**src/modexp_pkg.sv**
```systemverilog
// ---------------------------------------------------------------------------
// modexp_pkg
// Shared width, controller states and control/status bundles.
// ---------------------------------------------------------------------------
package modexp_pkg;

    localparam int WIDTH = 32;
    localparam int CNT_W = $clog2(WIDTH);

    typedef enum logic [2:0] {
        ST_IDLE,
        ST_RED_START,
        ST_RED_RUN,
        ST_SQR_START,
        ST_SQR_RUN,
        ST_MUL_START,
        ST_MUL_RUN,
        ST_FINISH
    } state_t;

    typedef enum logic [1:0] {
        SEL_REDUCE,
        SEL_SQUARE,
        SEL_MULT
    } mul_sel_t;

    typedef struct packed {
        logic     capture;
        logic     mul_start;
        mul_sel_t mul_sel;
        logic     mul_step;
        logic     exp_shift;
        logic     out_load;
    } ctrl_cmd_t;

    typedef struct packed {
        logic skip;
        logic mul_last;
        logic exp_bit;
        logic exp_last;
        logic out_free;
    } ctrl_status_t;

endpackage

```
**src/modexp_ctrl.sv**
```systemverilog
// ---------------------------------------------------------------------------
// modexp_ctrl
// Sequencer for reduce, square and multiply passes over the exponent bits.
// ---------------------------------------------------------------------------
module modexp_ctrl
    import modexp_pkg::*;
(
    input  logic         clk,
    input  logic         rst_n,
    input  logic         in_valid,
    output logic         in_stall,
    input  ctrl_status_t status,
    output ctrl_cmd_t    cmd
);

    state_t state_reg;
    state_t state_next;

    always_ff @(posedge clk or negedge rst_n)
    begin
        if (!rst_n)
        begin
            state_reg <= ST_IDLE;
        end
        else
        begin
            state_reg <= state_next;
        end
    end

    always_comb
    begin
        state_next = state_reg;
        case (state_reg)
            ST_IDLE:
            begin
                if (in_valid)
                begin
                    state_next = status.skip ? ST_FINISH : ST_RED_START;
                end
            end
            ST_RED_START: state_next = ST_RED_RUN;
            ST_RED_RUN:
            begin
                if (status.mul_last)
                begin
                    state_next = ST_SQR_START;
                end
            end
            ST_SQR_START: state_next = ST_SQR_RUN;
            ST_SQR_RUN:
            begin
                if (status.mul_last)
                begin
                    if (status.exp_bit)
                    begin
                        state_next = ST_MUL_START;
                    end
                    else
                    begin
                        state_next = status.exp_last ? ST_FINISH : ST_SQR_START;
                    end
                end
            end
            ST_MUL_START: state_next = ST_MUL_RUN;
            ST_MUL_RUN:
            begin
                if (status.mul_last)
                begin
                    state_next = status.exp_last ? ST_FINISH : ST_SQR_START;
                end
            end
            ST_FINISH:
            begin
                if (status.out_free)
                begin
                    state_next = ST_IDLE;
                end
            end
            default: state_next = ST_IDLE;
        endcase
    end

    always_comb
    begin
        cmd      = '0;
        cmd.mul_sel = SEL_REDUCE;
        in_stall = 1'b1;
        case (state_reg)
            ST_IDLE:
            begin
                in_stall    = 1'b0;
                cmd.capture = in_valid;
            end
            ST_RED_START:
            begin
                cmd.mul_start = 1'b1;
                cmd.mul_sel   = SEL_REDUCE;
            end
            ST_RED_RUN:   cmd.mul_step = 1'b1;
            ST_SQR_START:
            begin
                cmd.mul_start = 1'b1;
                cmd.mul_sel   = SEL_SQUARE;
            end
            ST_SQR_RUN:
            begin
                cmd.mul_step  = 1'b1;
                // advance the exponent when no multiply pass follows
                cmd.exp_shift = status.mul_last && !status.exp_bit;
            end
            ST_MUL_START:
            begin
                cmd.mul_start = 1'b1;
                cmd.mul_sel   = SEL_MULT;
            end
            ST_MUL_RUN:
            begin
                cmd.mul_step  = 1'b1;
                cmd.exp_shift = status.mul_last;
            end
            ST_FINISH:    cmd.out_load = status.out_free;
            default:      cmd = '0;
        endcase
    end

endmodule

```
**src/modexp_datapath.sv**
```systemverilog
// ---------------------------------------------------------------------------
// modexp_datapath
// Modulus register, bit-serial modular multiplier and result register.
// ---------------------------------------------------------------------------
module modexp_datapath
    import modexp_pkg::*;
(
    input  logic               clk,
    input  logic               rst_n,
    input  logic               cfg_valid,
    input  logic [WIDTH-1:0]   cfg_data,
    input  logic [WIDTH-1:0]   base_value,
    input  logic [WIDTH-1:0]   exponent_value,
    input  ctrl_cmd_t          cmd,
    output ctrl_status_t       status,
    output logic               out_valid,
    input  logic               out_stall,
    output logic [WIDTH-1:0]   residue
);

    logic [WIDTH-1:0] n_reg;
    logic [WIDTH-1:0] b_reg;
    logic [WIDTH-1:0] e_reg;
    logic [CNT_W-1:0] ecnt_reg;
    logic             zexp_reg;
    logic [WIDTH-1:0] acc_reg;
    logic [WIDTH-1:0] x_reg;
    logic [WIDTH-1:0] y_reg;
    logic [WIDTH-1:0] r_reg;
    logic [CNT_W-1:0] mcnt_reg;
    mul_sel_t         msel_reg;
    logic             out_valid_reg;
    logic [WIDTH-1:0] residue_reg;

    logic [WIDTH-1:0] one_mod;
    logic [WIDTH:0]   dbl;
    logic [WIDTH:0]   dbl_red;
    logic [WIDTH:0]   sum;
    logic [WIDTH:0]   sum_red;
    logic [WIDTH-1:0] r_next;
    logic             mul_done;

    assign one_mod = (n_reg == WIDTH'(1)) ? '0 : WIDTH'(1);

    // one interleaved step: r = (2r + ybit*x) mod n, both terms below n
    always_comb
    begin
        dbl     = {r_reg, 1'b0};
        dbl_red = (dbl >= {1'b0, n_reg}) ? dbl - {1'b0, n_reg} : dbl;
        sum     = dbl_red + (y_reg[WIDTH-1] ? {1'b0, x_reg} : '0);
        sum_red = (sum >= {1'b0, n_reg}) ? sum - {1'b0, n_reg} : sum;
        r_next  = sum_red[WIDTH-1:0];
    end

    assign mul_done = cmd.mul_step && (mcnt_reg == '0);

    always_ff @(posedge clk or negedge rst_n)
    begin
        if (!rst_n)
        begin
            n_reg         <= WIDTH'(1);
            out_valid_reg <= 1'b0;
        end
        else
        begin
            if (cfg_valid)
            begin
                n_reg <= cfg_data;
            end
            if (cmd.out_load)
            begin
                out_valid_reg <= 1'b1;
            end
            else if (!out_stall)
            begin
                out_valid_reg <= 1'b0;
            end
        end
    end

    always_ff @(posedge clk)
    begin
        if (cmd.capture)
        begin
            b_reg    <= base_value;
            e_reg    <= exponent_value;
            ecnt_reg <= CNT_W'(WIDTH - 1);
            zexp_reg <= (exponent_value == '0);
        end
        else if (cmd.exp_shift)
        begin
            e_reg    <= {e_reg[WIDTH-2:0], 1'b0};
            ecnt_reg <= ecnt_reg - CNT_W'(1);
        end

        if (cmd.mul_start)
        begin
            r_reg    <= '0;
            mcnt_reg <= CNT_W'(WIDTH - 1);
            msel_reg <= cmd.mul_sel;
            case (cmd.mul_sel)
                SEL_REDUCE:
                begin
                    x_reg <= one_mod;
                    y_reg <= b_reg;
                end
                SEL_SQUARE:
                begin
                    x_reg <= acc_reg;
                    y_reg <= acc_reg;
                end
                default:
                begin
                    x_reg <= b_reg;
                    y_reg <= acc_reg;
                end
            endcase
        end
        else if (cmd.mul_step)
        begin
            r_reg    <= r_next;
            y_reg    <= {y_reg[WIDTH-2:0], 1'b0};
            mcnt_reg <= mcnt_reg - CNT_W'(1);
        end

        // commit the finished product to its destination
        if (mul_done)
        begin
            if (msel_reg == SEL_REDUCE)
            begin
                b_reg   <= r_next;
                acc_reg <= one_mod;
            end
            else
            begin
                acc_reg <= r_next;
            end
        end

        if (cmd.out_load)
        begin
            if (zexp_reg)
            begin
                residue_reg <= WIDTH'(1);
            end
            else if (n_reg == '0)
            begin
                residue_reg <= '0;
            end
            else
            begin
                residue_reg <= acc_reg;
            end
        end
    end

    assign status.skip     = (exponent_value == '0) || (n_reg == '0);
    assign status.mul_last = (mcnt_reg == '0);
    assign status.exp_bit  = e_reg[WIDTH-1];
    assign status.exp_last = (ecnt_reg == '0);
    assign status.out_free = !out_valid_reg || !out_stall;

    assign out_valid = out_valid_reg;
    assign residue   = residue_reg;

endmodule

```
**src/modular_exponentiation.sv**
```systemverilog
// ---------------------------------------------------------------------------
// modular_exponentiation
// Square-and-multiply modular exponentiation against a configured modulus.
// ---------------------------------------------------------------------------
// Usage:
//   cfg channel (cfg_valid/cfg_ready) writes the modulus; ready is always
//   high. Write it only while no transaction is in flight.
//   in channel (in_valid/in_stall) takes base_value and exponent_value; a
//   transaction is accepted when valid is high and stall is low. Stall is
//   low only while the sequencer is idle, one item at a time.
//   out channel (out_valid/out_stall) returns residue from an output
//   register; it holds while the receiver stalls, and the next input
//   transaction may be accepted meanwhile.
// Passes: the bit-serial multiplier forms one modular product per pass. An
//   item costs one reduction pass plus one square per exponent bit and one
//   multiply per set bit. Zero exponent or zero modulus skips all passes.
// Reset: modulus returns to 1, no output is pending.
// ---------------------------------------------------------------------------
module modular_exponentiation
    import modexp_pkg::*;
(
    input  logic             clk,
    input  logic             rst_n,
    input  logic             cfg_valid,
    output logic             cfg_ready,
    input  logic [WIDTH-1:0] cfg_data,
    input  logic             in_valid,
    output logic             in_stall,
    input  logic [WIDTH-1:0] base_value,
    input  logic [WIDTH-1:0] exponent_value,
    output logic             out_valid,
    input  logic             out_stall,
    output logic [WIDTH-1:0] residue
);

    ctrl_cmd_t    cmd;
    ctrl_status_t status;

    assign cfg_ready = 1'b1;

    modexp_ctrl u_ctrl (
        .clk      (clk),
        .rst_n    (rst_n),
        .in_valid (in_valid),
        .in_stall (in_stall),
        .status   (status),
        .cmd      (cmd)
    );

    modexp_datapath u_datapath (
        .clk            (clk),
        .rst_n          (rst_n),
        .cfg_valid      (cfg_valid),
        .cfg_data       (cfg_data),
        .base_value     (base_value),
        .exponent_value (exponent_value),
        .cmd            (cmd),
        .status         (status),
        .out_valid      (out_valid),
        .out_stall      (out_stall),
        .residue        (residue)
    );

endmodule

```
**config.mk**
```make
export PLATFORM = sky130hd
export DESIGN_NAME = modular_exponentiation
export DESIGN_NICKNAME = d
export VERILOG_FILES = /design/src/modexp_pkg.sv /design/src/modexp_ctrl.sv /design/src/modexp_datapath.sv /design/src/modular_exponentiation.sv
export SDC_FILE = /design/constraint.sdc
export NUM_CORES = 1
export LEC_CHECK = 0
export BUFFER_PORTS_ARGS = -buffer_cell sky130_fd_sc_hd__buf_4
export CORE_UTILIZATION = 40
export CTS_BUF_LIST = sky130_fd_sc_hd__clkbuf_8
export CTS_CLUSTER_DIAMETER = 200
export CTS_CLUSTER_SIZE = 40
export DETAILED_ROUTE_END_ITERATION = 8
export PLACE_DENSITY = 0.54
export SYNTH_ARGS = -nofsm -noshare
export SYNTH_HDL_FRONTEND = slang
export SYNTH_HIERARCHICAL = 1
export SYNTH_SLANG_ARGS = --single-unit
```
**constraint.sdc**
```tcl
create_clock -name clk -period 15.3 [get_ports clk]
set_input_delay 0.765 -clock clk [delete_from_list [all_inputs] [get_ports clk]]
set_output_delay 0.765 -clock clk [all_outputs]
set_load 0.02 [all_outputs]
```
Word level (Yosys, flattened, before mapping)
Index checks and enable logic that the tools add are counted.
{"block": "totals", "ff_bits": 273, "latchBits": 0, "mem_bits_rw": 0, "mem_bits_ro": 0, "n_memories": 0}
{"block": "classes", "n_addsub": 5, "multipliers": 0, "div_mod_pow": 0, "n_lt_le_gt_ge": 2, "eq_ne": 15, "shifts": 0, "mux": 32, "bitwise": 0, "reduce_logical": 19}
{"operator": "$mux 32", "count": 11}
{"operator": "$ge 33x32->1", "count": 2}
{"operator": "$logic_not 32->1", "count": 2}
{"operator": "$pmux 32 s2", "count": 1}
{"operator": "$add 33x32->33", "count": 1}
{"operator": "$mux 33", "count": 1}
{"operator": "$sub 33x32->33", "count": 1}
{"operator": "$eq 32x1->1 const B", "count": 1}
{"operator": "$sub 32x32->32", "count": 1}
{"operator": "$mux 3", "count": 8}
{"operator": "$pmux 3 s8", "count": 1}
{"operator": "$eq 3x3->1 const B", "count": 4}
{"operator": "$logic_not 5->1", "count": 2}
{"operator": "$ne 2x1->1 const B", "count": 5}
{"operator": "$sub 5x1->5 const B", "count": 2}
{"operator": "$pmux 3 s3", "count": 1}
{"operator": "$mux 1", "count": 8}
{"operator": "$eq 3x2->1 const B", "count": 2}
{"operator": "$reduce_and 5->1", "count": 1}
{"operator": "$logic_not 2->1", "count": 2}
{"operator": "$reduce_bool 2->1", "count": 2}
{"operator": "$eq 3x1->1 const B", "count": 1}
{"operator": "$logic_not 1->1", "count": 3}
{"operator": "$logic_not 3->1", "count": 1}
{"operator": "7 further kinds", "count": 9}

Longest topological paths before layout
Gate-level depths: netlist of run 1.
{"block": "depth", "depth_word": 7, "depth_mapped": 35, "ltp_nobuf": 32}

Cells and area by module
Netlist of run 1, hierarchy kept.
{"module": "modexp_datapath", "n_inst": 1, "cells_each": 1708, "area_per_inst_um2": 16728.5, "seq_area_each_um2": 7203.2}
{"module": "modexp_ctrl", "n_inst": 1, "cells_each": 37, "area_per_inst_um2": 295.3, "seq_area_each_um2": 75.1}
{"module": "modular_exponentiation", "n_inst": 1, "cells_each": 2, "area_per_inst_um2": 11.3, "seq_area_each_um2": 0.0}

Least setup slack after synthesis of run 1
Ideal clock, no wire load.
{"block": "synth_path", "kind": "reg2reg", "startpoint": "register u_datapath.n_reg[10]", "endpoint": "register u_datapath.acc_reg[10], data pin", "setup_ns": 0.266, "arrival_time_ns": 6.396, "slack_ns": 8.638, "path_stages_with_launch": 35, "cell_sequence": "dfrtp_1 inv_1 ha_1 a211o_1 o211ai_1 a21oi_1 a32o_1 o211ai_1 and2_1 buf_2 clkbuf_1 nand2_1 o21ai_0 ha_1 clkbuf_1 nand2_1 nor2_1 a2111oi_2 a31oi_1 o21ai_0 nand2b_1 a21o_1 xor2_1 ha_1 a21o_1 a21o_1 a21oi_1 o21ai_0 a21o_1 o211ai_1 nand3_1 mux2i_4 buf_6 mux2i_1 nor2_1"}
{"block": "synth_between", "elab_chain_cells": 6, "word_cells_on_any_way": 8, "cone_classes": "3 x add/sub; 2 x order compare; 3 x mux"}
{"item": "from (decl)", "line_no": "modexp_datapath.sv:21", "text": "logic [WIDTH-1:0] n_reg;"}
{"item": "from (signal assigned)", "line_no": "modexp_datapath.sv:68", "text": "n_reg <= cfg_data;"}
{"item": "$sub 33x32->33 or $ge 33x32->1 (tied branches)", "line_no": "modexp_datapath.sv:49", "text": "dbl_red = (dbl >= {1'b0, n_reg}) ? dbl - {1'b0, n_reg} : dbl;"}
{"item": "$mux 33", "line_no": "modexp_datapath.sv:49"}
{"item": "$add 33x32->33", "line_no": "modexp_datapath.sv:50", "text": "sum = dbl_red + (y_reg[WIDTH-1] ? {1'b0, x_reg} : '0);"}
{"item": "$sub 32x32->32 or $ge 33x32->1 (tied branches)", "line_no": "modexp_datapath.sv:51", "text": "sum_red = (sum >= {1'b0, n_reg}) ? sum - {1'b0, n_reg} : sum;"}
{"item": "$mux 32 (*)", "line_no": "modexp_datapath.sv:51"}
{"item": "$mux 32 (*)", "line_no": "modexp_datapath.sv:129", "text": "if (msel_reg == SEL_REDUCE)"}
{"item": "to (signal assigned)", "line_no": "modexp_datapath.sv:132", "text": "acc_reg <= one_mod;"}
{"item": "to (signal assigned)", "line_no": "modexp_datapath.sv:136", "text": "acc_reg <= r_next;"}
{"item": "to (decl)", "line_no": "modexp_datapath.sv:26", "text": "logic [WIDTH-1:0] acc_reg;"}
Every way passes the cells marked *; elsewhere a longest branch is shown, timed or not.
A chain may end at the register's enable or synchronous reset.

Worst setup path after layout of run 1
{"block": "layout_path", "startpoint": "register u_datapath.n_reg[7]", "endpoint": "register u_datapath.acc_reg[22], data pin"}
The elaborated chain is that of the path after synthesis.

==> qor.txt, run 1 <==
post-synthesis cell count -> 1747
post-synth top area cell -> edfxtp_1
ys flop type -> edfxtp_1
site row count -> 75
nets@finish -> 2025
Clock Skew -> 0.0578 ns
top-area cell type share of the netlist area -> 28.7%
Root Driver -> clkbuf_8
CORE AREA -> 41900 µm²
status -> finished clean
FF+latch count, synth -> 273
post-cts hold buffer count -> 0
CP max stage delay -> 0.62 ns
Tcrit/Tclk final -> 59.8%
CTS tree -> done
clock-pin slew on the worst setup and hold paths -> 0.25 ns
worst-margin pin slew -> 1.04 ns
synth unique cells -> 82
Max Cap Viol -> 0
crit-path leading delay family -> compound AO/OA/AOI/OAI gates
clock sink total -> 273
Fin Setup TNS -> 0 ns
final hold violation count -> 0
Async S/R FF share, synth -> 13.2%
critical path's most frequent cell -> a21o_1
Fmax -> 109 MHz
fillers -> 4097
Avg Inst Size Synth -> 9.75 µm²
CP Launch Type -> flop
top-count cell post-synth -> edfxtp_1
Slew HR -> 28.8%
min-delay worst type -> in2async
Vias -> 13600
post-cts resize count -> 0
Synth Cell Area -> 17000 µm²
crit path time final -> 9.16 ns
first-pass GRT wire length -> 79100 µm
via/cell ratio -> 5.73
WP data arrival -> 9.51 ns
crit end category -> flop
chip height -> 208 µm
Area Overhead vs Synth -> 9.72%
Avg WL per Cell -> 22.2 µm
Area contributors post-synth -> edfxtp_1, dfxtp_1, ha_1
Initial DRC Count -> 1052
I/O pin cnt -> 136
synth warn -> 6
Die Footprint -> 43400 µm²
postcts setup bufs -> 0
Multi-input gate area -> 9200 µm²
post-synthesis sequential area ratio -> 42.7%
Worst path slowest cell -> mux2i_4
drt total wl -> 52400 µm
Die Wd -> 208 µm
Final Setup Violations -> 0
final slew viol count -> 0
largest net degree at the start of global routing -> 138
Buffers on Ports -> 134
DR DRC count -> 0
Storage cell area -> 7280 µm²
Data required, critical path -> 15.65 ns
DR pass1 iterations -> 5
initial antenna violation count -> 0
fraction of layout cells with a size suffix above 1 -> 13.9%
crit path kind -> reg2reg
GRT Total Usage -> 23.7%
post-route ant nets -> 0
H-tree depth -> 1
CP max FO -> 23
RSZ-0062 raised after global routing -> false
Max clock buf depth -> 3
WP buf/inv -> 4
post-DP HPWL -> 40000 µm
clock latency on the worst-skew pair -> 0.60 ns
Placer Congestion -> 0.927
grt total ovfl -> 0
Initial Util -> 40.6%
vias in the first global route -> 12900
# diodes -> 0
most instantiated cells after synthesis -> edfxtp_1, a21oi_1, nor2_1
TritonCTS buffer count -> 10
number of synthesized flops with an enable pin -> 163
Mapped Nets -> 1950
-- placed cells by master (no fill, tap or decap), drive strengths merged, types with 21 or more instances in the layout --
cell type | synthesis | layout
and2 | 72 | 72
ha | 99 | 99
nor4 | 21 | 21
dfrtp | 35 | 35
o21ai | 97 | 97
xnor2 | 56 | 56
edfxtp | 163 | 163
nor2 | 155 | 155
a211oi | 65 | 65
dfxtp | 74 | 74
buf | 17 | 148
nor2b | 40 | 40
a22o | 31 | 31
nand2 | 118 | 118
mux2 | 38 | 38
a21o | 47 | 47
mux2i | 63 | 63
inv | 65 | 70
xor2 | 35 | 35
a21oi | 159 | 159
-- path summary, 6_finish.rpt --
| kind | slack [ns] | startpoint | endpoint | cells after the start |
|---|---|---|---|---|
| max | 6.14 | u_datapath/n_reg[7] | u_datapath/acc_reg[22] | 33 |
| min | 0.11 | rst_n | u_datapath/n_reg[3] | 1 |
| max reg2reg | 6.14 | u_datapath/n_reg[7] | u_datapath/acc_reg[22] | 33 |
| min reg2reg | 0.55 | u_datapath/mcnt_reg[1] | u_datapath/mcnt_reg[1] | 2 |
| max in group asynchronous | 14.78 | rst_n | u_ctrl/state_reg[0] | 1 |
| min in group clk | 0.35 | cfg_data[24] | u_datapath/n_reg[24] | 3 |
-- layout make-up --
class                   instances  area share (%)
multi-input cells            1324            49.2
flip-flops and latches        273            38.9
repair buffers                148            6.01
well taps                     539            3.61
inverters                      65            1.31
clock buffers                  11           0.810
clock inverters                 5           0.127
-- layer usage --
layer	track usage (%)	up-vias	routed length (µm)
met5	0	-	0
met4	3.37	0	589
met3	2.32	30	2760
met2	35.0	365	22000
met1	37.5	6643	27100
li1	-	6520	-
-- stage by stage --
step,worst slack (ns),area (µm²),util (%),instances,hold slack [ns]
after global routing,5.59,18700,44.6,2365,0.104
after CTS,6.24,18700,44.6,2365,0.0837
after detailed placement,6.31,18500,44.1,2349,0.494
final,6.14,18700,44.6,2365,0.110
after floorplan,8.64,17000,-,1747,0.469
after global placement,6.43,18500,44.1,2349,0.486
-- logic make-up after synthesis --
family | Yosys count | synth area share, %
flip-flops | 273 | 42.7
XOR/XNOR | 91 | 4.68
other | 1 | 0.0220
adder cells (fa/ha/maj) | 102 | 7.62
AND/OR/NAND/NOR | 527 | 15.3
multiplexers | 101 | 6.29
buffers and inverters | 150 | 3.58
AO/OA/AOI/OAI | 502 | 19.8
Power of run 1 is left out: the tool's default activity adds up to more than one toggle a clock period on the data nets, which glitch-free logic cannot reach.
==> run 2, diff against run 1 <==
Clock period 15.3 ns to 8.65 ns, I/O delays scaled along.
==> run 2 against run 1 <==
Effect of this change:
- utilization rose by 1.3 points
- global-route usage rose by 0.81 points
- non-clock buffer count rose by 60
- maximum frequency rose by 10%
- count of clock-buffer cells in the layout did not move
- clock skew rose by 0.011 ns
- cell count rose by 2.6%
- via count rose by 1.8%
- worst hold slack got worse by 0.081 ns
- critical path type unchanged
- largest cell class unchanged
- highest routed layer unchanged
==> qor.txt, run 2 (synthesized netlist as in run 1, its figures left out) <==
via/cell ratio -> 5.69 (was 5.73)
Avg WL per Cell -> 22.1 µm (was 22.2 µm)
CTS tree -> done (unchanged)
chip height -> 208 µm (unchanged)
post-route ant nets -> 0 (unchanged)
status -> finished clean (unchanged)
TritonCTS buffer count -> 10 (unchanged)
first-pass GRT wire length -> 81800 µm (was 79100 µm)
crit path time final -> 8.29 ns (was 9.16 ns)
CORE AREA -> 41900 µm² (unchanged)
CP max stage delay -> 0.48 ns (was 0.62 ns)
vias in the first global route -> 13400 (was 12900)
GRT Total Usage -> 24.5% (was 23.7%)
crit end category -> flop (unchanged)
DR DRC count -> 0 (unchanged)
fin util -> 45.8% (was 44.6%)
Tcrit/Tclk final -> 95.8% (was 59.8%)
site row count -> 75 (unchanged)
H-tree depth -> 1 (unchanged)
Fin Setup TNS -> 0 ns (unchanged)
I/O pin cnt -> 136 (unchanged)
Max clock buf depth -> 3 (unchanged)
clock latency on the worst-skew pair -> 0.62 ns (was 0.60 ns)
grt total ovfl -> 0 (unchanged)
WHS -> 0.0299 ns (was 0.110 ns)
fin cells -> 2426 (was 2365)
initial antenna violation count -> 1 (was 0)
Final Setup Violations -> 0 (unchanged)
post-DP HPWL -> 41300 µm (was 40000 µm)
clock-pin slew on the worst setup and hold paths -> 0.26 ns (was 0.25 ns)
Vias -> 13800 (was 13600)
Clock Skew -> 0.0693 ns (was 0.0578 ns)
critical path's most frequent cell -> a21o_1 (unchanged)
DR pass1 iterations -> 5 (unchanged)
commonest cells after routing, fill and taps aside -> buf_4, edfxtp_1, a21oi_1 (was edfxtp_1, a21oi_1, nor2_1)
Placer Congestion -> 0.937 (was 0.927)
CP max FO -> 5 (was 23)
Data required, critical path -> 9.00 ns (was 15.65 ns)
Area Overhead vs Synth -> 12.9% (was 9.72%)
Initial DRC Count -> 1221 (was 1052)
min-delay worst type -> in2reg (was in2async)
placed cells -> 2387 (was 2349)
crit path kind -> reg2reg (unchanged)
Die Wd -> 208 µm (unchanged)
Slew HR -> 29.2% (was 28.8%)
Fmax -> 121 MHz (was 109 MHz)
Max Cap Viol -> 0 (unchanged)
CP Launch Type -> flop (unchanged)
worst-margin pin slew -> 1.05 ns (was 1.04 ns)
largest net degree at the start of global routing -> 138 (unchanged)
drt total wl -> 53600 µm (was 52400 µm)
clock sink total -> 273 (unchanged)
final hold violation count -> 0 (unchanged)
nets@finish -> 2085 (was 2025)
Initial Util -> 40.6% (unchanged)
Worst path slowest cell -> dfrtp_1 (was mux2i_4)
Root Driver -> clkbuf_8 (unchanged)
WP data arrival -> 8.64 ns (was 9.51 ns)
Die Footprint -> 43400 µm² (unchanged)
Buffers on Ports -> 134 (unchanged)
final slew viol count -> 0 (unchanged)
fraction of layout cells with a size suffix above 1 -> 16.0% (was 13.9%)
commonest non-fill, non-tap cell in the layout -> buf_4 (was edfxtp_1)
run 2: repair_timing:
item                       CTS  global route
gates resized for setup      0             6
setup endpoints to repair    0            92
hold endpoints to repair    52             0
hold buffers                18             0
buffers inserted             0             4
run 2: critical path: cells and delay by family (launching register included):
kind | cells | cell delay, ns
compound gates | 17 | 3.92
xor+xnor | 1 | 0.28
fa+ha+maj | 3 | 1.11
buf+inv | 5 | 0.82
flops | 1 | 0.48
mux | 2 | 0.57
simple gates | 6 | 0.84
run 2: final cells by class:
type / instances / area (µm²)
sequential: 273 / 7280
antenna: 1 / 2.50
tap: 539 / 674
clock inverter: 5 / 23.8
timing repair buffer: 208 / 1630
fill: 3987 / 22700
inverter: 65 / 244
clock buffer: 11 / 151
multi-input combinational: 1324 / 9220
run 2: stage by stage:
step                      area (µm²)  worst slack [ns]
after global routing           19200           -0.0397
after floorplan                17000              1.99
after global placement         18800             0.351
after CTS                      19200             0.193
after detailed placement       18800             0.365
final                          19200             0.359
run 2: routing by layer:
| layer | GRT usage, % | share of wire [%] |
|---|---|---|
| met1 | 38.0 | 50 |
| met5 | 0 | 0 |
| met3 | 3.59 | 6.7 |
| met2 | 36.0 | 42 |
| met4 | 4.29 | 1.4 |
run 2: final timing paths:
kind                                        start                endpoint  slack (ns)  cells past startpoint
min in group asynchronous                   rst_n     u_datapath/n_reg[2]        0.29                      2
setup reg to reg             u_datapath/n_reg[10]   u_datapath/acc_reg[2]        0.36                     34
hold / removal                        cfg_data[5]     u_datapath/n_reg[5]        0.03                      3
hold reg to reg            u_datapath/mcnt_reg[4]  u_datapath/mcnt_reg[4]        0.54                      2
max in group asynchronous                   rst_n    u_datapath/out_valid        7.93                      2
setup / recovery             u_datapath/n_reg[10]   u_datapath/acc_reg[2]        0.36                     34
Power of run 2 is left out for the same reason.
